$ cat src/rtl/core/blpg_pkg.sv
package blpg_pkg;

   localparam int COORD_BITS = 12;
   localparam int COUNT_BITS = COORD_BITS + 1;
   localparam int ERR_BITS   = COORD_BITS + 3;
   localparam int WIDTH_BITS = 13;
   localparam int PEN_BITS   = 8;
   localparam int ADDR_BITS  = 24;
   localparam int CSR_ABITS  = 3;
   localparam int CSR_DBITS  = 32;

   localparam logic [1:0] ACT_MOVE   = 2'd0;
   localparam logic [1:0] ACT_DRAW   = 2'd1;
   localparam logic [1:0] ACT_STEP   = 2'd2;
   localparam logic [1:0] ACT_UNUSED = 2'd3;

   localparam logic REG_LINE_WIDTH = 1'b0;
   localparam logic REG_DRAW_PEN   = 1'b1;

   localparam logic [WIDTH_BITS-1:0] LINE_WIDTH_RESET = WIDTH_BITS'(320);
   localparam logic [PEN_BITS-1:0]   DRAW_PEN_RESET   = PEN_BITS'(1);

   localparam logic signed [1:0] DIR_NONE = 2'sb00;
   localparam logic signed [1:0] DIR_POS  = 2'sb01;
   localparam logic signed [1:0] DIR_NEG  = 2'sb11;

   typedef struct packed {
      logic [1:0]            action;
      logic [COORD_BITS-1:0] target_x;
      logic [COORD_BITS-1:0] target_y;
   } req_type;

   typedef struct packed {
      logic [COORD_BITS-1:0] pixel_x;
      logic [COORD_BITS-1:0] pixel_y;
      logic [ADDR_BITS-1:0]  byte_address;
      logic [PEN_BITS-1:0]   pen_value;
      logic                  last_pixel;
   } rsp_type;

endpackage

$ cat src/rtl/core/bresenham_line_pixel_generator_unit.sv
// a pixel write appears on rsp in the cycle after its step request is accepted
// throughput: one request per cycle while rsp is not stalled; the pixel address is one 12x13 multiply
//    and an add between the state registers and the output register
// move, draw and idle step requests are taken and give no result
// reset (synchronous, active high) clears pen position and line state and loads
//    line_width 320 and draw_pen 1
module bresenham_line_pixel_generator_unit (
   input  logic                                clock,
   input  logic                                reset,
   input  logic                                req_valid,
   output logic                                req_ready,
   input  blpg_pkg::req_type                   req_data,
   output logic                                rsp_valid,
   input  logic                                rsp_ready,
   output blpg_pkg::rsp_type                   rsp_data,
   input  logic                                csr_psel,
   input  logic                                csr_penable,
   input  logic                                csr_pwrite,
   input  logic [blpg_pkg::CSR_ABITS-1:0]      csr_paddr,
   input  logic [blpg_pkg::CSR_DBITS-1:0]      csr_pwdata,
   output logic [blpg_pkg::CSR_DBITS-1:0]      csr_prdata,
   output logic                                csr_pready
);
   import blpg_pkg::*;

   logic [WIDTH_BITS-1:0] line_width_ff;
   logic [PEN_BITS-1:0]   draw_pen_ff;

   logic [COORD_BITS-1:0] pos_x_ff, pos_x_in;
   logic [COORD_BITS-1:0] pos_y_ff, pos_y_in;
   logic [COORD_BITS-1:0] walk_x_ff, walk_x_in;
   logic [COORD_BITS-1:0] walk_y_ff, walk_y_in;
   logic [COUNT_BITS-1:0] pixels_left_ff, pixels_left_in;
   logic signed [ERR_BITS-1:0] error_term_ff, error_term_in;
   logic [COORD_BITS-1:0] major_delta_ff, major_delta_in;
   logic [COORD_BITS-1:0] minor_delta_ff, minor_delta_in;
   logic                  major_is_y_ff, major_is_y_in;
   logic signed [1:0]     dir_x_ff, dir_x_in;
   logic signed [1:0]     dir_y_ff, dir_y_in;

   logic    rsp_valid_ff, rsp_valid_in;
   rsp_type rsp_data_ff, rsp_data_in;

   logic req_fire;
   logic step_go;
   logic csr_write;

   logic [COORD_BITS-1:0] tx, ty;
   logic [COORD_BITS-1:0] adx, ady;
   logic                  x_lt, y_lt;
   logic [COORD_BITS-1:0] setup_major, setup_minor;
   logic [WIDTH_BITS+COORD_BITS-1:0] row_offset;
   logic [COUNT_BITS-1:0] pixels_dec;

   function automatic logic [COORD_BITS-1:0] move_coord(
      input logic [COORD_BITS-1:0] c,
      input logic signed [1:0]     d
   );
      logic [COORD_BITS-1:0] r;
      r = c;
      if (d == DIR_POS) begin
         r = c + COORD_BITS'(1);
      end else if (d == DIR_NEG) begin
         r = c - COORD_BITS'(1);
      end
      return r;
   endfunction

   // output register frees when empty or being drained
   assign req_ready = !rsp_valid_ff || rsp_ready;
   assign req_fire  = req_valid && req_ready;
   assign step_go   = req_fire && (req_data.action == ACT_STEP) && (pixels_left_ff != '0);

   assign rsp_valid = rsp_valid_ff;
   assign rsp_data  = rsp_data_ff;

   // configuration port
   assign csr_pready = 1'b1;
   assign csr_write  = csr_psel && csr_penable && csr_pwrite && csr_pready;

   always_comb begin
      csr_prdata = '0;
      if (csr_paddr[2] == REG_LINE_WIDTH) begin
         csr_prdata = CSR_DBITS'(line_width_ff);
      end else begin
         csr_prdata = CSR_DBITS'(draw_pen_ff);
      end
   end

   always_ff @(posedge clock) begin
      if (reset) begin
         line_width_ff <= LINE_WIDTH_RESET;
         draw_pen_ff   <= DRAW_PEN_RESET;
      end else if (csr_write) begin
         if (csr_paddr[2] == REG_LINE_WIDTH) begin
            line_width_ff <= csr_pwdata[WIDTH_BITS-1:0];
         end else begin
            draw_pen_ff <= csr_pwdata[PEN_BITS-1:0];
         end
      end
   end

   // line setup terms
   assign tx   = req_data.target_x;
   assign ty   = req_data.target_y;
   assign x_lt = pos_x_ff < tx;
   assign y_lt = pos_y_ff < ty;
   assign adx  = x_lt ? (tx - pos_x_ff) : (pos_x_ff - tx);
   assign ady  = y_lt ? (ty - pos_y_ff) : (pos_y_ff - ty);

   always_comb begin
      if (pos_y_ff == ty) begin
         setup_major = adx;
         setup_minor = '0;
      end else if (pos_x_ff == tx) begin
         setup_major = ady;
         setup_minor = '0;
      end else if (ady > adx) begin
         setup_major = ady;
         setup_minor = adx;
      end else begin
         setup_major = adx;
         setup_minor = ady;
      end
   end

   assign row_offset = walk_y_ff * line_width_ff;
   assign pixels_dec = pixels_left_ff - COUNT_BITS'(1);

   always_comb begin
      pos_x_in       = pos_x_ff;
      pos_y_in       = pos_y_ff;
      walk_x_in      = walk_x_ff;
      walk_y_in      = walk_y_ff;
      pixels_left_in = pixels_left_ff;
      error_term_in  = error_term_ff;
      major_delta_in = major_delta_ff;
      minor_delta_in = minor_delta_ff;
      major_is_y_in  = major_is_y_ff;
      dir_x_in       = dir_x_ff;
      dir_y_in       = dir_y_ff;

      rsp_data_in.pixel_x      = walk_x_ff;
      rsp_data_in.pixel_y      = walk_y_ff;
      rsp_data_in.byte_address = row_offset[ADDR_BITS-1:0] + ADDR_BITS'(walk_x_ff);
      rsp_data_in.pen_value    = draw_pen_ff;
      rsp_data_in.last_pixel   = (pixels_dec == '0);

      if (req_fire) begin
         case (req_data.action)
            ACT_MOVE: begin
               pos_x_in       = tx;
               pos_y_in       = ty;
               pixels_left_in = '0;
            end
            ACT_DRAW: begin
               pos_x_in       = tx;
               pos_y_in       = ty;
               walk_x_in      = pos_x_ff;
               walk_y_in      = pos_y_ff;
               major_delta_in = setup_major;
               minor_delta_in = setup_minor;
               pixels_left_in = COUNT_BITS'(setup_major);
               error_term_in  = $signed({2'b00, setup_minor, 1'b0})
                              - $signed({3'b000, setup_major});
               if (pos_y_ff == ty) begin
                  // horizontal: walk upward from the smaller x
                  walk_x_in     = x_lt ? pos_x_ff : tx;
                  major_is_y_in = 1'b0;
                  dir_x_in      = DIR_POS;
                  dir_y_in      = DIR_NONE;
               end else if (pos_x_ff == tx) begin
                  walk_y_in     = y_lt ? pos_y_ff : ty;
                  major_is_y_in = 1'b1;
                  dir_x_in      = DIR_NONE;
                  dir_y_in      = DIR_POS;
               end else begin
                  major_is_y_in = ady > adx;
                  dir_x_in      = x_lt ? DIR_POS : DIR_NEG;
                  dir_y_in      = y_lt ? DIR_POS : DIR_NEG;
               end
            end
            ACT_STEP: begin
               if (step_go) begin
                  pixels_left_in = pixels_dec;
                  error_term_in  = error_term_ff + $signed({2'b00, minor_delta_ff, 1'b0});
                  if (!error_term_ff[ERR_BITS-1]) begin
                     error_term_in = error_term_ff
                                   + $signed({2'b00, minor_delta_ff, 1'b0})
                                   - $signed({2'b00, major_delta_ff, 1'b0});
                  end
                  if (major_is_y_ff) begin
                     walk_y_in = move_coord(walk_y_ff, dir_y_ff);
                     if (!error_term_ff[ERR_BITS-1]) begin
                        walk_x_in = move_coord(walk_x_ff, dir_x_ff);
                     end
                  end else begin
                     walk_x_in = move_coord(walk_x_ff, dir_x_ff);
                     if (!error_term_ff[ERR_BITS-1]) begin
                        walk_y_in = move_coord(walk_y_ff, dir_y_ff);
                     end
                  end
               end
            end
            default: begin
            end
         endcase
      end
   end

   always_comb begin
      rsp_valid_in = rsp_valid_ff;
      if (step_go) begin
         rsp_valid_in = 1'b1;
      end else if (rsp_ready) begin
         rsp_valid_in = 1'b0;
      end
   end

   always_ff @(posedge clock) begin
      if (reset) begin
         pos_x_ff       <= '0;
         pos_y_ff       <= '0;
         walk_x_ff      <= '0;
         walk_y_ff      <= '0;
         pixels_left_ff <= '0;
         error_term_ff  <= '0;
         major_delta_ff <= '0;
         minor_delta_ff <= '0;
         major_is_y_ff  <= 1'b0;
         dir_x_ff       <= DIR_NONE;
         dir_y_ff       <= DIR_NONE;
         rsp_valid_ff   <= 1'b0;
      end else begin
         pos_x_ff       <= pos_x_in;
         pos_y_ff       <= pos_y_in;
         walk_x_ff      <= walk_x_in;
         walk_y_ff      <= walk_y_in;
         pixels_left_ff <= pixels_left_in;
         error_term_ff  <= error_term_in;
         major_delta_ff <= major_delta_in;
         minor_delta_ff <= minor_delta_in;
         major_is_y_ff  <= major_is_y_in;
         dir_x_ff       <= dir_x_in;
         dir_y_ff       <= dir_y_in;
         rsp_valid_ff   <= rsp_valid_in;
      end
   end

   always_ff @(posedge clock) begin
      if (step_go) begin
         rsp_data_ff <= rsp_data_in;
      end
   end

   // the final step of a line empties the counter and flags its pixel
   assert property (@(posedge clock) disable iff (reset)
      (step_go && pixels_left_ff == COUNT_BITS'(1))
      |=> (pixels_left_ff == '0 && rsp_valid_ff && rsp_data_ff.last_pixel))
      else $error("last pixel not flagged or count not cleared");

   // remaining count never exceeds the line length
   assert property (@(posedge clock) disable iff (reset)
      pixels_left_ff <= COUNT_BITS'(major_delta_ff))
      else $error("pixel count above line length");

   // axis-aligned lines carry no minor slope
   assert property (@(posedge clock) disable iff (reset)
      (pixels_left_ff != '0 && (dir_x_ff == DIR_NONE || dir_y_ff == DIR_NONE))
      |-> (minor_delta_ff == '0))
      else $error("axis-aligned line with minor slope");

endmodule
$ cat config.mk
export PLATFORM = sky130hd
export DESIGN_NAME = bresenham_line_pixel_generator_unit
export DESIGN_NICKNAME = d
export VERILOG_FILES = /design/src/rtl/core/blpg_pkg.sv /design/src/rtl/core/bresenham_line_pixel_generator_unit.sv
export SDC_FILE = /design/constraint.sdc
export NUM_CORES = 1
export LEC_CHECK = 0
export BUFFER_PORTS_ARGS = -buffer_cell sky130_fd_sc_hd__buf_4
export CAP_MARGIN = 20
export CORE_MARGIN = 2
export CORE_UTILIZATION = 56
export CTS_CLUSTER_DIAMETER = 30
export DETAILED_ROUTE_END_ITERATION = 10
export PLACE_DENSITY = 0.79
export SLEW_MARGIN = 40
export SYNTH_ARGS = -nofsm -noshare
export SYNTH_HDL_FRONTEND = slang
export SYNTH_SLANG_ARGS = --single-unit
$ cat constraint.sdc
create_clock -name clock -period 6.6 [get_ports clock]
set_input_delay 0 -clock clock [delete_from_list [all_inputs] [get_ports clock]]
set_output_delay 0 -clock clock [all_outputs]
set_load 0.02 [all_outputs]
==> metrics.txt <==
Crit path top cell by count ha_1; overall power of the completed layout 5.07 mW; CTS H-Tree Depth 4; fraction of the yosys area taken by sequential cells 0.235; register bit count reported by yosys 183; vertical die dimension 183 um; grt total ovfl 0; final wirelength 49.9 mm; Final Worst Setup Slack 0.186 ns; gate count after technology mapping 2149; iteration-0 DRC count of the detailed router 1258; power per unit of standard cell area 246 nW/um2; mean area per synthesized cell 8.38 um2; primary flip-flop cell chosen by synthesis mapping dfxtp_1; Placed Instance Area 19400 um2; worst-path maximum fanout 10; highest-delay cell along the critical path a311o_2; number of enable flip-flop cells after synthesis 57; MaxCap Viol Count 0; required time worst endpoint 6.95 ns; NumNets Final 2681; detail-routed via count per cell 5.85; total number of clock tree sinks 183; hold slack final 0.0509 ns; clock period minus final worst setup slack 6.41 ns; Slowest Stage Delay on Critical Path 0.46 ns; Area growth syn-to-layout 14.4%; filler cell count in the final layout 2518; Worst Setup Path Type flop to flop; worst hold-check path type input pin to flop; kind of end point of the critical path flop; Setup-failing EPs final 0; Die X-Extent 183 um; crit path buf inv count 4; clock insertion delay at the later pin of the skew report 0.47 ns; most common cell after layout, fill and taps aside nand2_1; area of the die 33600 um2; DRC violations left 0; weighted congestion reported at the end of routability-driven placement 0.931; via total after detailed routing 15900; Cell variety after synth 79; count of input and output buffers 118; fraction of registers with async set/reset 0; Clock Pin Slew Worst Setup and Hold Paths 0.08 ns; detailed placer's ending HPWL 38.0 mm; wire length per cell 18.4 um; maximum clock rate 156 MHz; TritonCTS clock tree built; count of antenna-violating nets left after detailed routing 0; status completed; core area 31600 um2; initial antenna violation count 0; worst vdd rail ir drop 0.000196 V; clock tree skew after final layout 0.0168 ns; largest net degree at the start of global routing 69; Slew Viols, Final 0; static leakage 9.40 nW; Clk Tree Root Cell clkbuf_16; commonest cells after routing, fill and taps aside nand2_1 (312), inv_1 (238), a21oi_1 (193); final core occ 0.651; count of endpoints failing hold in the final timing report 0; drt pass-1 iters 6; number of inserted diodes 0; overall global routing resource usage 0.296; crit share post-route 0.972; layout cell share with drive strength beyond 1 0.126; Ys Warns 0; startpoint type of the worst setup path flop; synthesized cell area 18000 um2; I/O pins 160; Worst-Margin Slew 0.817 ns; Post-Place Worst Slack -0.0566 ns; number of buffers inserted during clock tree synthesis 17; global-route wire length before repair 79.3 mm; final instance area 20600 um2; site row count 65; initial core utilization 0.569; cell family contributing the most delay on the critical path compound AO/OA/AOI/OAI gates; signal arrival time at the worst endpoint 6.77 ns; maximum buffer depth of the clock tree 2; vias in the first global route 15800; worst relative slew slack 0.455
==> stage by stage <==
step,std cells,TNS [ns]
2_1_floorplan,2167,0
3_3_place_gp,2637,0
3_5_place_dp,2637,-0.0566
4_1_cts,2708,0
5_1_grt,2712,-0.107
6_report,2712,0
==> worst paths after layout <==
check / startpoint / end / depth (start not counted) / slack, ns
setup reg to reg: pos_y_ff[0] / error_term_ff[11] / 29 / 0.19
setup / recovery: pos_y_ff[0] / error_term_ff[11] / 29 / 0.19
hold reg to reg: major_delta_ff[1] / major_delta_ff[1] / 2 / 0.46
hold / removal: reset / error_term_ff[1] / 2 / 0.05
==> registers in the layout, indices dropped and copies added (netlist names), 13 cells and up <==
signal	count
rsp_data	57
error_term_ff	14
line_width_ff	13
pixels_left_ff	13
==> per-layer routing <==
metal	vias up	GRT usage	wire length, um
li1	7506	-	-
met3	118	0.0556	4260
met2	674	0.483	23300
met1	7574	0.394	21000
met4	0	0.108	1390
met5	-	0	0
==> logic make-up after synthesis <==
family | Yosys count | synth area share
mux | 42 | 0.0250
compound gates | 478 | 0.168
other cells | 2 | 0.000417
simple gates | 676 | 0.170
flops | 183 | 0.235
fa+ha+maj | 316 | 0.273
xor+xnor | 95 | 0.0466
buf+inv | 357 | 0.0814
==> power by group <==
group          leakage (nW)  switching (mW)  internal (mW)
clock                 0.285           0.540          0.506
combinational          7.55            1.52           1.17
sequential             1.57          0.0880           1.24
total                  9.40            2.15           2.92
==> cell usage after synthesis, types with 4 or more instances <==
cell / instances / share of area
a21o_1: 40 / 0.017
a211oi_1: 46 / 0.019
buf_4: 21 / 0.0088
inv_1: 239 / 0.050
o21a_1: 13 / 0.0054
clkbuf_1: 73 / 0.015
mux2_2: 11 / 0.0069
nand3_1: 28 / 0.0078
nand2b_1: 18 / 0.0063
o22ai_1: 5 / 0.0017
a31o_2: 5 / 0.0024
or3_1: 15 / 0.0052
nand2_1: 313 / 0.065
nor4_1: 5 / 0.0017
o31ai_1: 5 / 0.0021
nor2_1: 140 / 0.029
nor2b_1: 19 / 0.0066
o311ai_0: 6 / 0.0029
a311o_1: 4 / 0.0022
and2_1: 63 / 0.022
or2_2: 4 / 0.0014
ha_1: 187 / 0.13
buf_6: 4 / 0.0025
a221oi_1: 7 / 0.0034
o211ai_1: 15 / 0.0063
nor3b_1: 8 / 0.0033
nor3_1: 36 / 0.010
and3_1: 5 / 0.0017
buf_1: 6 / 0.0013
o21ai_0: 57 / 0.016
a211o_1: 4 / 0.0019
fa_1: 129 / 0.14
a31oi_1: 8 / 0.0028
xor2_1: 32 / 0.016
dfxtp_1: 126 / 0.14
edfxtp_1: 57 / 0.095
nand4_1: 11 / 0.0038
xnor2_1: 62 / 0.030
a22oi_1: 5 / 0.0021
a21boi_0: 5 / 0.0021
mux2i_1: 27 / 0.015
o21bai_1: 15 / 0.0063
o2111ai_1: 4 / 0.0019
buf_2: 12 / 0.0033
a21oi_1: 199 / 0.055
==> area by class of cell <==
cell class / instances / area (um2) / share of cell area
Clock inverter: 15 / 160 / 0.00778
Tap cell: 402 / 503 / 0.0244
Inverter: 240 / 901 / 0.0437
Sequential cell: 183 / 4240 / 0.206
Clock buffer: 17 / 425 / 0.0207
Multi-Input combinational cell: 1627 / 12500 / 0.609
Timing Repair Buffer: 228 / 1830 / 0.0886
==> repair_timing <==
action,4_1_cts,5_1_grt
pin swaps,1,17
hold endpoints to repair,46,0
resized for setup,3,33
endpoints found under the setup margin,4,8
setup buffers,0,4
gates cloned,0,0
hold buffers,39,0
Power figures use the tool's default switching activity.
